`src/hw/rtl/mapp_pkg.sv`:
```
// Shared constants, types and codes for the median/average power protection block.
`default_nettype none
package mapp_pkg;
    localparam int MED_DEPTH = 5;
    localparam int AVG_DEPTH = 8;
    localparam int DATA_W    = 16;
    localparam int MED_IDX_W = (MED_DEPTH > 1) ? $clog2(MED_DEPTH) : 1;
    localparam int MED_CNT_W = $clog2(MED_DEPTH + 1);
    localparam int AVG_CNT_W = $clog2(AVG_DEPTH + 1);
    localparam int SUM_W     = DATA_W + AVG_CNT_W;
    localparam int DIV_CNT_W = $clog2(SUM_W + 1);
    localparam int CFG_CNT_W = 5;
    localparam int RUN_W     = 8;
    localparam int CFG_IDX_W = 3;
    localparam int CFG_DAT_W = 16;

    typedef enum logic [1:0] {
        KIND_SAMPLE = 2'd0,
        KIND_ADC    = 2'd1,
        KIND_EVAL   = 2'd2
    } kind_t;

    typedef enum logic [1:0] {
        CAUSE_OC  = 2'd0,
        CAUSE_UV  = 2'd1,
        CAUSE_ADC = 2'd2
    } cause_t;

    typedef enum logic [CFG_IDX_W-1:0] {
        REG_OC_LIMIT   = 3'd0,
        REG_UV_LIMIT   = 3'd1,
        REG_OC_MIN     = 3'd2,
        REG_UV_MIN     = 3'd3,
        REG_STREAK     = 3'd4,
        REG_ADC_NEEDED = 3'd5
    } reg_idx_t;

    typedef enum logic [2:0] {
        ST_IDLE,
        ST_MED,
        ST_AVG,
        ST_DIVS,
        ST_DIV,
        ST_EVAL
    } state_t;

    // Compare flags of one median cell against the broadcast candidate
    typedef struct packed {
        logic lt_v;
        logic eq_v;
        logic lt_c;
        logic eq_c;
    } cmp_t;
endpackage
`default_nettype wire

```
`src/hw/rtl/mapp_med_cell.sv`:
```
// One median window cell: holds a voltage/current pair, shifts, compares to a candidate.
`default_nettype none
module mapp_med_cell (
    input  wire logic                       clk,
    input  wire logic                       shift,
    input  wire logic [mapp_pkg::DATA_W-1:0] in_v,
    input  wire logic [mapp_pkg::DATA_W-1:0] in_c,
    input  wire logic [mapp_pkg::DATA_W-1:0] cand_v,
    input  wire logic [mapp_pkg::DATA_W-1:0] cand_c,
    output logic      [mapp_pkg::DATA_W-1:0] v,
    output logic      [mapp_pkg::DATA_W-1:0] c,
    output mapp_pkg::cmp_t                   cmp
);
    import mapp_pkg::*;

    logic [DATA_W-1:0] v_reg;
    logic [DATA_W-1:0] c_reg;

    // Entry register, loaded from the neighbor on shift
    always_ff @(posedge clk)
    begin
        if (shift)
        begin
            v_reg <= in_v;
            c_reg <= in_c;
        end
    end

    assign v = v_reg;
    assign c = c_reg;

    // Compare against the candidate
    always_comb
    begin
        cmp.lt_v = v_reg < cand_v;
        cmp.eq_v = v_reg == cand_v;
        cmp.lt_c = c_reg < cand_c;
        cmp.eq_c = c_reg == cand_c;
    end
endmodule
`default_nettype wire

```
`src/hw/rtl/mapp_avg_cell.sv`:
```
// One moving-average window cell: holds a median pair and passes it on at each push.
`default_nettype none
module mapp_avg_cell (
    input  wire logic                       clk,
    input  wire logic                       shift,
    input  wire logic [mapp_pkg::DATA_W-1:0] in_v,
    input  wire logic [mapp_pkg::DATA_W-1:0] in_c,
    output logic      [mapp_pkg::DATA_W-1:0] v,
    output logic      [mapp_pkg::DATA_W-1:0] c
);
    import mapp_pkg::*;

    logic [DATA_W-1:0] v_reg;
    logic [DATA_W-1:0] c_reg;

    always_ff @(posedge clk)
    begin
        if (shift)
        begin
            v_reg <= in_v;
            c_reg <= in_c;
        end
    end

    assign v = v_reg;
    assign c = c_reg;
endmodule
`default_nettype wire

```
`src/hw/rtl/mapp_div.sv`:
```
// Restoring divider, one quotient bit per cycle; quotient holds until the next start.
`default_nettype none
module mapp_div (
    input  wire logic                          clk,
    input  wire logic                          rst_n,
    input  wire logic                          start,
    input  wire logic [mapp_pkg::SUM_W-1:0]     dividend,
    input  wire logic [mapp_pkg::AVG_CNT_W-1:0] divisor,
    output logic                               busy,
    output logic      [mapp_pkg::DATA_W-1:0]    quotient
);
    import mapp_pkg::*;

    logic [SUM_W-1:0]     quo_reg;
    logic [SUM_W-1:0]     quo_next;
    logic [AVG_CNT_W-1:0] rem_reg;
    logic [AVG_CNT_W-1:0] rem_next;
    logic [DIV_CNT_W-1:0] cnt_reg;
    logic [AVG_CNT_W:0]   trial;
    logic                 take;

    // One trial subtract step
    always_comb
    begin
        trial    = {rem_reg, quo_reg[SUM_W-1]};
        take     = trial >= {1'b0, divisor};
        rem_next = take ? AVG_CNT_W'(trial - {1'b0, divisor}) : trial[AVG_CNT_W-1:0];
        quo_next = {quo_reg[SUM_W-2:0], take};
    end

    always_ff @(posedge clk or negedge rst_n)
    begin
        if (!rst_n)
        begin
            quo_reg <= '0;
            rem_reg <= '0;
            cnt_reg <= '0;
        end
        else if (start)
        begin
            quo_reg <= dividend;
            rem_reg <= '0;
            cnt_reg <= DIV_CNT_W'(SUM_W);
        end
        else if (cnt_reg != '0)
        begin
            quo_reg <= quo_next;
            rem_reg <= rem_next;
            cnt_reg <= cnt_reg - 1'b1;
        end
    end

    assign busy     = cnt_reg != '0;
    assign quotient = quo_reg[DATA_W-1:0];
endmodule
`default_nettype wire

```
`src/hw/rtl/median_average_power_protect_top.sv`:
```
// Top level: median window, moving-average window, dividers and fault evaluation.
//
// Usage: events enter on the in channel (valid/stall), one result per event
// leaves on the out channel (valid/stall). Configuration is a write port
// (cfg_we, cfg_index, cfg_data), to be used while the block is idle; the block itself does not enforce this.
// A sample event (kind 0) shifts the pair into a 5-cell median chain, scans
// the 5 cells for the upper median, pushes the medians into an 8-cell
// average chain, then divides both totals by the fill count in two 20-step
// serial dividers. A sample passes the MED, AVG, DIVS, DIV and EVAL states
// before its result is registered; ADC-failure and evaluate events go
// straight to EVAL, since the averages are kept from the last division.
// One event is in work at a time; in_stall is high from acceptance until the
// result is loaded. The result register lets the next event be taken while
// a result waits; if out_stall holds the result register full, evaluation
// waits and the input stays stalled.
// Reset clears fill counts, totals, averages, streaks and configuration to
// their defaults; the window cells need no reset.
`default_nettype none
module median_average_power_protect_top (
    input  wire logic                          clk,
    input  wire logic                          rst_n,
    input  wire logic                          in_valid,
    output logic                               in_stall,
    input  wire logic [1:0]                    kind,
    input  wire logic [15:0]                   voltage_in,
    input  wire logic [15:0]                   current_in,
    input  wire logic                          allow_undervoltage,
    output logic                               out_valid,
    input  wire logic                          out_stall,
    output logic      [15:0]                   voltage_avg,
    output logic      [15:0]                   current_avg,
    output logic      [4:0]                    samples_held,
    output logic                               fault_fire,
    output logic      [1:0]                    fault_cause,
    input  wire logic                          cfg_we,
    input  wire logic [mapp_pkg::CFG_IDX_W-1:0] cfg_index,
    input  wire logic [mapp_pkg::CFG_DAT_W-1:0] cfg_data
);
    import mapp_pkg::*;

    // Configuration registers
    logic [DATA_W-1:0]    oc_limit_reg;
    logic [DATA_W-1:0]    uv_limit_reg;
    logic [CFG_CNT_W-1:0] oc_min_reg;
    logic [CFG_CNT_W-1:0] uv_min_reg;
    logic [RUN_W-1:0]     streak_reg;
    logic [RUN_W-1:0]     adc_needed_reg;

    always_ff @(posedge clk or negedge rst_n)
    begin
        if (!rst_n)
        begin
            oc_limit_reg   <= '1;
            uv_limit_reg   <= '0;
            oc_min_reg     <= CFG_CNT_W'(4);
            uv_min_reg     <= CFG_CNT_W'(4);
            streak_reg     <= RUN_W'(3);
            adc_needed_reg <= RUN_W'(3);
        end
        else if (cfg_we)
        begin
            case (reg_idx_t'(cfg_index))
                REG_OC_LIMIT:   oc_limit_reg   <= cfg_data[DATA_W-1:0];
                REG_UV_LIMIT:   uv_limit_reg   <= cfg_data[DATA_W-1:0];
                REG_OC_MIN:     oc_min_reg     <= cfg_data[CFG_CNT_W-1:0];
                REG_UV_MIN:     uv_min_reg     <= cfg_data[CFG_CNT_W-1:0];
                REG_STREAK:     streak_reg     <= cfg_data[RUN_W-1:0];
                REG_ADC_NEEDED: adc_needed_reg <= cfg_data[RUN_W-1:0];
                default:        ;
            endcase
        end
    end

    // Control state
    state_t               state_reg;
    state_t               state_next;
    logic [MED_IDX_W-1:0] k_reg;
    logic [MED_CNT_W-1:0] med_fill_reg;
    logic [AVG_CNT_W-1:0] avg_fill_reg;
    logic [SUM_W-1:0]     vtot_reg;
    logic [SUM_W-1:0]     ctot_reg;
    logic [RUN_W-1:0]     fault_run_reg;
    logic [RUN_W-1:0]     adc_run_reg;
    logic [1:0]           latched_reg;
    logic                 adc_fire_reg;
    logic                 allow_reg;
    logic [DATA_W-1:0]    med_v_reg;
    logic [DATA_W-1:0]    med_c_reg;
    logic                 out_valid_reg;
    logic [DATA_W-1:0]    out_v_reg;
    logic [DATA_W-1:0]    out_c_reg;
    logic [4:0]           out_held_reg;
    logic                 out_fire_reg;
    logic [1:0]           out_cause_reg;

    logic accept;
    logic med_shift;
    logic avg_shift;
    logic div_start;
    logic div_busy_v;
    logic div_busy_c;
    logic out_free;

    assign out_free = !out_valid_reg || !out_stall;
    assign accept   = in_valid && !in_stall;

    // Median chain
    logic [DATA_W-1:0] med_v [MED_DEPTH];
    logic [DATA_W-1:0] med_c [MED_DEPTH];
    cmp_t              med_cmp [MED_DEPTH];
    logic [DATA_W-1:0] cand_v;
    logic [DATA_W-1:0] cand_c;

    assign cand_v = med_v[k_reg];
    assign cand_c = med_c[k_reg];

    for (genvar j = 0; j < MED_DEPTH; j++)
    begin : g_med
        mapp_med_cell u_cell (
            .clk    (clk),
            .shift  (med_shift),
            .in_v   ((j == 0) ? voltage_in : med_v[(j == 0) ? 0 : j - 1]),
            .in_c   ((j == 0) ? current_in : med_c[(j == 0) ? 0 : j - 1]),
            .cand_v (cand_v),
            .cand_c (cand_c),
            .v      (med_v[j]),
            .c      (med_c[j]),
            .cmp    (med_cmp[j])
        );
    end

    // Stable rank of the candidate among the filled cells
    logic [MED_CNT_W-1:0] rank_v;
    logic [MED_CNT_W-1:0] rank_c;
    logic                 cand_ok;

    always_comb
    begin
        rank_v = '0;
        rank_c = '0;
        for (int j = 0; j < MED_DEPTH; j++)
        begin
            if (MED_CNT_W'(j) < med_fill_reg)
            begin
                if (med_cmp[j].lt_v || (med_cmp[j].eq_v && MED_IDX_W'(j) < k_reg))
                    rank_v = rank_v + 1'b1;
                if (med_cmp[j].lt_c || (med_cmp[j].eq_c && MED_IDX_W'(j) < k_reg))
                    rank_c = rank_c + 1'b1;
            end
        end
        cand_ok = MED_CNT_W'(k_reg) < med_fill_reg;
    end

    // Average chain
    logic [DATA_W-1:0] avg_v [AVG_DEPTH];
    logic [DATA_W-1:0] avg_c [AVG_DEPTH];

    for (genvar j = 0; j < AVG_DEPTH; j++)
    begin : g_avg
        mapp_avg_cell u_cell (
            .clk   (clk),
            .shift (avg_shift),
            .in_v  ((j == 0) ? med_v_reg : avg_v[(j == 0) ? 0 : j - 1]),
            .in_c  ((j == 0) ? med_c_reg : avg_c[(j == 0) ? 0 : j - 1]),
            .v     (avg_v[j]),
            .c     (avg_c[j])
        );
    end

    logic avg_full;
    assign avg_full = avg_fill_reg == AVG_CNT_W'(AVG_DEPTH);

    // Dividers hold the current averages between samples
    logic [DATA_W-1:0] vavg;
    logic [DATA_W-1:0] cavg;

    mapp_div u_div_v (
        .clk      (clk),
        .rst_n    (rst_n),
        .start    (div_start),
        .dividend (vtot_reg),
        .divisor  (avg_fill_reg),
        .busy     (div_busy_v),
        .quotient (vavg)
    );

    mapp_div u_div_c (
        .clk      (clk),
        .rst_n    (rst_n),
        .start    (div_start),
        .dividend (ctot_reg),
        .divisor  (avg_fill_reg),
        .busy     (div_busy_c),
        .quotient (cavg)
    );

    // Fault evaluation
    logic             oc_hit;
    logic             uv_hit;
    logic             eval_bad;
    logic [1:0]       now_cause;
    logic [1:0]       latched_new;
    logic [RUN_W-1:0] run_new;
    logic             streak_fire;
    logic             fire;
    logic [1:0]       cause;

    always_comb
    begin
        oc_hit      = (CFG_CNT_W'(avg_fill_reg) >= oc_min_reg) && (cavg > oc_limit_reg);
        uv_hit      = allow_reg && (CFG_CNT_W'(avg_fill_reg) >= uv_min_reg)
                      && (vavg < uv_limit_reg);
        eval_bad    = oc_hit || uv_hit;
        now_cause   = oc_hit ? CAUSE_OC : CAUSE_UV;
        latched_new = (fault_run_reg == '0) ? now_cause : latched_reg;
        run_new     = (fault_run_reg == '1) ? fault_run_reg : fault_run_reg + 1'b1;
        if (!eval_bad)
            run_new = '0;
        streak_fire = eval_bad && (run_new >= streak_reg);
        fire        = adc_fire_reg || streak_fire;
        if (adc_fire_reg)
            cause = CAUSE_ADC;
        else if (streak_fire)
            cause = latched_new;
        else
            cause = CAUSE_OC;
    end

    // Next state
    always_comb
    begin
        state_next = state_reg;
        case (state_reg)
            ST_IDLE:
                if (in_valid)
                    state_next = (kind_t'(kind) == KIND_SAMPLE) ? ST_MED : ST_EVAL;
            ST_MED:
                if (k_reg == MED_IDX_W'(MED_DEPTH - 1))
                    state_next = ST_AVG;
            ST_AVG:
                state_next = ST_DIVS;
            ST_DIVS:
                state_next = ST_DIV;
            ST_DIV:
                if (!div_busy_v && !div_busy_c)
                    state_next = ST_EVAL;
            ST_EVAL:
                if (out_free)
                    state_next = ST_IDLE;
            default:
                state_next = ST_IDLE;
        endcase
    end

    // Control outputs
    always_comb
    begin
        in_stall  = 1'b1;
        med_shift = 1'b0;
        avg_shift = 1'b0;
        div_start = 1'b0;
        case (state_reg)
            ST_IDLE:
            begin
                in_stall  = 1'b0;
                med_shift = in_valid && (kind_t'(kind) == KIND_SAMPLE);
            end
            ST_AVG:  avg_shift = 1'b1;
            ST_DIVS: div_start = 1'b1;
            default: ;
        endcase
    end

    // Sequencer and window state
    always_ff @(posedge clk or negedge rst_n)
    begin
        if (!rst_n)
        begin
            state_reg     <= ST_IDLE;
            k_reg         <= '0;
            med_fill_reg  <= '0;
            avg_fill_reg  <= '0;
            vtot_reg      <= '0;
            ctot_reg      <= '0;
            fault_run_reg <= '0;
            adc_run_reg   <= '0;
            latched_reg   <= CAUSE_OC;
            adc_fire_reg  <= 1'b0;
            allow_reg     <= 1'b0;
        end
        else
        begin
            state_reg <= state_next;
            if (accept)
            begin
                k_reg        <= '0;
                allow_reg    <= allow_undervoltage;
                adc_fire_reg <= 1'b0;
                if (kind_t'(kind) == KIND_SAMPLE)
                begin
                    adc_run_reg <= '0;
                    if (med_fill_reg != MED_CNT_W'(MED_DEPTH))
                        med_fill_reg <= med_fill_reg + 1'b1;
                end
                else if (kind_t'(kind) == KIND_ADC)
                begin
                    if (adc_run_reg != '1)
                        adc_run_reg <= adc_run_reg + 1'b1;
                    adc_fire_reg <= ((adc_run_reg == '1) ? adc_run_reg
                                     : adc_run_reg + 1'b1) >= adc_needed_reg;
                end
            end
            if (state_reg == ST_MED)
                k_reg <= k_reg + 1'b1;
            if (state_reg == ST_AVG)
            begin
                vtot_reg <= vtot_reg - (avg_full ? SUM_W'(avg_v[AVG_DEPTH-1]) : '0)
                            + SUM_W'(med_v_reg);
                ctot_reg <= ctot_reg - (avg_full ? SUM_W'(avg_c[AVG_DEPTH-1]) : '0)
                            + SUM_W'(med_c_reg);
                if (!avg_full)
                    avg_fill_reg <= avg_fill_reg + 1'b1;
            end
            if (state_reg == ST_EVAL && out_free)
            begin
                fault_run_reg <= run_new;
                latched_reg   <= eval_bad ? latched_new : latched_reg;
            end
        end
    end

    // Median capture during the scan
    always_ff @(posedge clk)
    begin
        if (state_reg == ST_MED && cand_ok)
        begin
            if (rank_v == (med_fill_reg >> 1))
                med_v_reg <= cand_v;
            if (rank_c == (med_fill_reg >> 1))
                med_c_reg <= cand_c;
        end
    end

    // Result register
    always_ff @(posedge clk or negedge rst_n)
    begin
        if (!rst_n)
            out_valid_reg <= 1'b0;
        else if (state_reg == ST_EVAL && out_free)
            out_valid_reg <= 1'b1;
        else if (!out_stall)
            out_valid_reg <= 1'b0;
    end

    always_ff @(posedge clk)
    begin
        if (state_reg == ST_EVAL && out_free)
        begin
            out_v_reg     <= vavg;
            out_c_reg     <= cavg;
            out_held_reg  <= 5'(avg_fill_reg);
            out_fire_reg  <= fire;
            out_cause_reg <= cause;
        end
    end

    assign out_valid    = out_valid_reg;
    assign voltage_avg  = out_v_reg;
    assign current_avg  = out_c_reg;
    assign samples_held = out_held_reg;
    assign fault_fire   = out_fire_reg;
    assign fault_cause  = out_cause_reg;
endmodule
`default_nettype wire

```
`config.mk`:
```
export PLATFORM = sky130hd
export DESIGN_NAME = median_average_power_protect_top
export DESIGN_NICKNAME = d
export VERILOG_FILES = /design/src/hw/rtl/mapp_pkg.sv /design/src/hw/rtl/mapp_med_cell.sv /design/src/hw/rtl/mapp_avg_cell.sv /design/src/hw/rtl/mapp_div.sv /design/src/hw/rtl/median_average_power_protect_top.sv
export SDC_FILE = /design/constraint.sdc
export NUM_CORES = 1
export LEC_CHECK = 0
export ABC_AREA = 1
export BUFFER_PORTS_ARGS = -buffer_cell sky130_fd_sc_hd__clkbuf_2
export CORE_ASPECT_RATIO = 0.9
export CORE_MARGIN = 5
export CORE_UTILIZATION = 63
export DETAILED_ROUTE_END_ITERATION = 16
export PLACE_DENSITY = 0.81
export SYNTH_ARGS = -nofsm -noshare
export SYNTH_HDL_FRONTEND = slang
export SYNTH_SLANG_ARGS = --single-unit
```
`constraint.sdc`:
```
create_clock -name clk -period 10.44 [get_ports clk]
set_input_delay 2.61 -clock clk [delete_from_list [all_inputs] [get_ports clk]]
set_output_delay 2.61 -clock clk [all_outputs]
set_load 0.05 [all_outputs]
```
==> key figures <==
Clocking
  – Clock Latency Late Sink: 0.60 ns
  – Clock sinks: 677
  – Htree depth: 3
  – CTS Buf Count: 68
  – Clk pin slew, worst setup/hold paths: 0.07 ns
  – Clock root buffer: clkbuf_16
  – Setup Buffers After CTS: 0
  – CTS tree: yes
  – Post_cts resized: 0
  – Clock tree buffer depth: 3
  – Hold-fix buffers, CTS: 0

GRT
  – First-pass GRT wire length: 113.9 mm
  – Gr ovfl total: 0
  – GRT Total Usage: 24.76%
  – Largest net degree at the start of global routing: 115
  – Initial antenna violation count: 1
  – Vias in the first global route: 22220

Cells and area
  – Syn-to-layout area delta: 10.56%
  – Fin cells: 3852
  – Layout Nets: 3488
  – Share of layout cells above drive strength 1: 9.232%
  – Most common cell after layout, fill and taps aside: nand2_1
  – Reg area: 0.01941 sq mm
  – Post-layout instance area: 0.03639 sq mm
  – Fill count: 3562
  – Most frequent cells in the layout: nand2_1, edfxtp_1, inv_1
  – Area of the multi-input gates: 0.01161 sq mm

Setup path
  – Crit end category: register
  – CP startpoint kind: register
  – Most frequent CP cell: nand2_1
  – CP required: 10.65 ns
  – Crit path DAT: 6.81 ns
  – Reg-to-reg critical path startpoint: k_reg[0]
  – Critical R2R Capture: med_c_reg[8]
  – Crit path max-delay cell type: nor2_2
  – Crit Path Category: reg -> reg
  – Critical path peak fanout: 70
  – Worst-case reg-to-reg path depth: 32
  – Worst reg2reg setup slack: 3.85 ns
  – Crit-path max cell delay: 0.79 ns

Synthesis
  – Main synth FF type: edfxtp_1
  – Yosys Warn Count: 0
  – Mapped cell area: 0.03291 sq mm
  – Async SR Flop Fraction: 28.06%
  – Area share of the largest cell type after synthesis: 44.43%
  – Yosys top cell by area: edfxtp_1
  – Top post-synthesis cells by area: edfxtp_1, dfrtp_1, ha_1
  – Post-Syn Area per Cell: 11.02 sq um
  – Yosys cell types: 54
  – Syn Inst Count: 2987
  – Sequential area share after synthesis: 58.96%
  – Synthesized net count: 3366
  – FF+latch count, synth: 677
  – Number of enable flip-flop cells after synthesis: 487

Timing
  – Unrepaired setup endpoints after global routing: false
  – Final Cycle Share: 63.16%
  – Tmin final: 6.593 ns
  – Max frequency: 151.7 MHz
  – Hold Violations, Final: 0
  – Setup violators final: 0
  – Slew @ Worst Pin: 1.113 ns
  – Max Slew Vio Count: 0
  – Rel. slew slack: 25.78%
  – Worst Skew: 0.02241 ns
  – Setup TNS: 0 ns
  – PnR worst setup slack: 3.847 ns

Placement
  – Routability-driven placement congestion ratio: 0.9339
  – Buffers on Ports: 99
  – Dpl cells: 3727
  – Detailed placer's ending HPWL: 49.01 mm
  – DP Area: 0.03415 sq mm
  – Dpl ws: 3.935 ns

Die
  – Initial core utilization: 63.67%
  – Die X: 250.9 um
  – Cell Rows: 79
  – Die Area: 0.05692 sq mm
  – Die height: 226.8 um
  – Number of top-level pins: 101
  – Core ar.: 0.05170 sq mm

Route
  – Drt first-iter violations: 1738
  – Vias/cell: 5.726
  – Routed Antenna Nets: 0
  – Drt total wl: 70.17 mm
  – DRC violations left: 0
  – Total number of vias: 22060
  – WL/cell: 18.22 um
  – Pre-antenna DRT Iters: 5

Pwr
  – Power per cell area: 325.8 mW/mm^2
  – Worst ir drop on vdd: 196.2 uV
  – P_leak: 15.73 nW

Hold path
  – WHS Path Cells: 0
  – Hold path startpoint: g_avg[2].u_cell.c[15]
  – HP Class: reg -> reg
  – Hold EP: g_avg[3].u_cell.c[15]

Outcome
  – Status: completed

Run
  – Max-cap check violation count: 0
-- where the power goes --
group / switching [W] / internal, W
clock: 0.00102 / 0.00144
combinational: 0.00347 / 0.00193
sequential: 0.000396 / 0.00360
total: 0.00489 / 0.00697
-- logic make-up (layout without fill, tap and decap cells) --
family                   Yosys count  count (layout)  synth area share, %
flip-flops                       677             677                58.96
adder cells (fa/ha/maj)          320             320                12.94
other                              1               2              0.01139
XOR/XNOR                          54              54                1.437
buffers and inverters            504             680                5.835
AND/OR/NAND/NOR                  903             903                11.60
AO/OA/AOI/OAI                    528             528                9.218
-- stage by stage --
stage | total power [W] | hold WS, ns | util (%)
final | 0.01186 | 0.4118 | 70.39
after global routing | 0.01279 | 0.4157 | 70.39
after CTS | 0.01184 | 0.4100 | 70.39
after detailed placement | 0.009309 | 0.4045 | 66.05
after global placement | 0.009022 | 0.4011 | 66.05
after floorplan | 0.007964 | 0.4003 | -
-- worst max-delay path, delay by kind of cell, from the launching register on --
kind	cells	cell delay, ns
adder cells (fa/ha/maj)	5	1.38
buffers and inverters	6	1.34
AND/OR/NAND/NOR	17	2.26
flip-flops	1	0.38
AO/OA/AOI/OAI	4	0.77
-- final cells by class --
class                           count  area share [%]
Antenna cell                        1        0.006877
Clock buffer                       93           5.247
Clock inverter                     31          0.9146
Inverter                          445           4.590
Multi-Input combinational cell   1806           31.91
Sequential cell                   677           53.33
Tap cell                          688           2.366
Timing Repair Buffer              111           1.633
-- worst max-delay path by stage --
stage / from / to
6_report: k_reg[0] / med_c_reg[8]
3_5_place_dp: k_reg[2] / med_c_reg[11]
4_1_cts: k_reg[0] / med_c_reg[11]
2_1_floorplan: state_reg[2] / ctot_reg[0]
5_1_grt: k_reg[2] / med_c_reg[11]
3_3_place_gp: k_reg[2] / med_c_reg[11]
-- metal layers --
layer / global-route usage, % / wire length [um] / vias to the layer above
met5: 0 / 0 / -
met4: 8.432 / 2189 / 0
met3: 4.072 / 4274 / 169
met2: 40.06 / 32920 / 785
met1: 34.81 / 30780 / 10610
li1: - / - / 10500
-- synthesized netlist by cell type (8+ instances only) --
cell,number
nand2_1,491
edfxtp_1,487
inv_1,437
ha_1,286
o21ai_0,222
nor2_1,189
dfrtp_1,168
a21oi_1,154
nand3_1,120
o211ai_1,50
clkbuf_1,49
fa_1,34
nand4_1,34
or2_2,32
xor2_1,31
xnor2_1,23
dfstp_2,22
o221ai_1,18
nor3_1,17
a22oi_1,14
o21ai_1,10
o31ai_1,10
o22ai_1,9
a21o_1,8
Power figures use the tool's default switching activity.
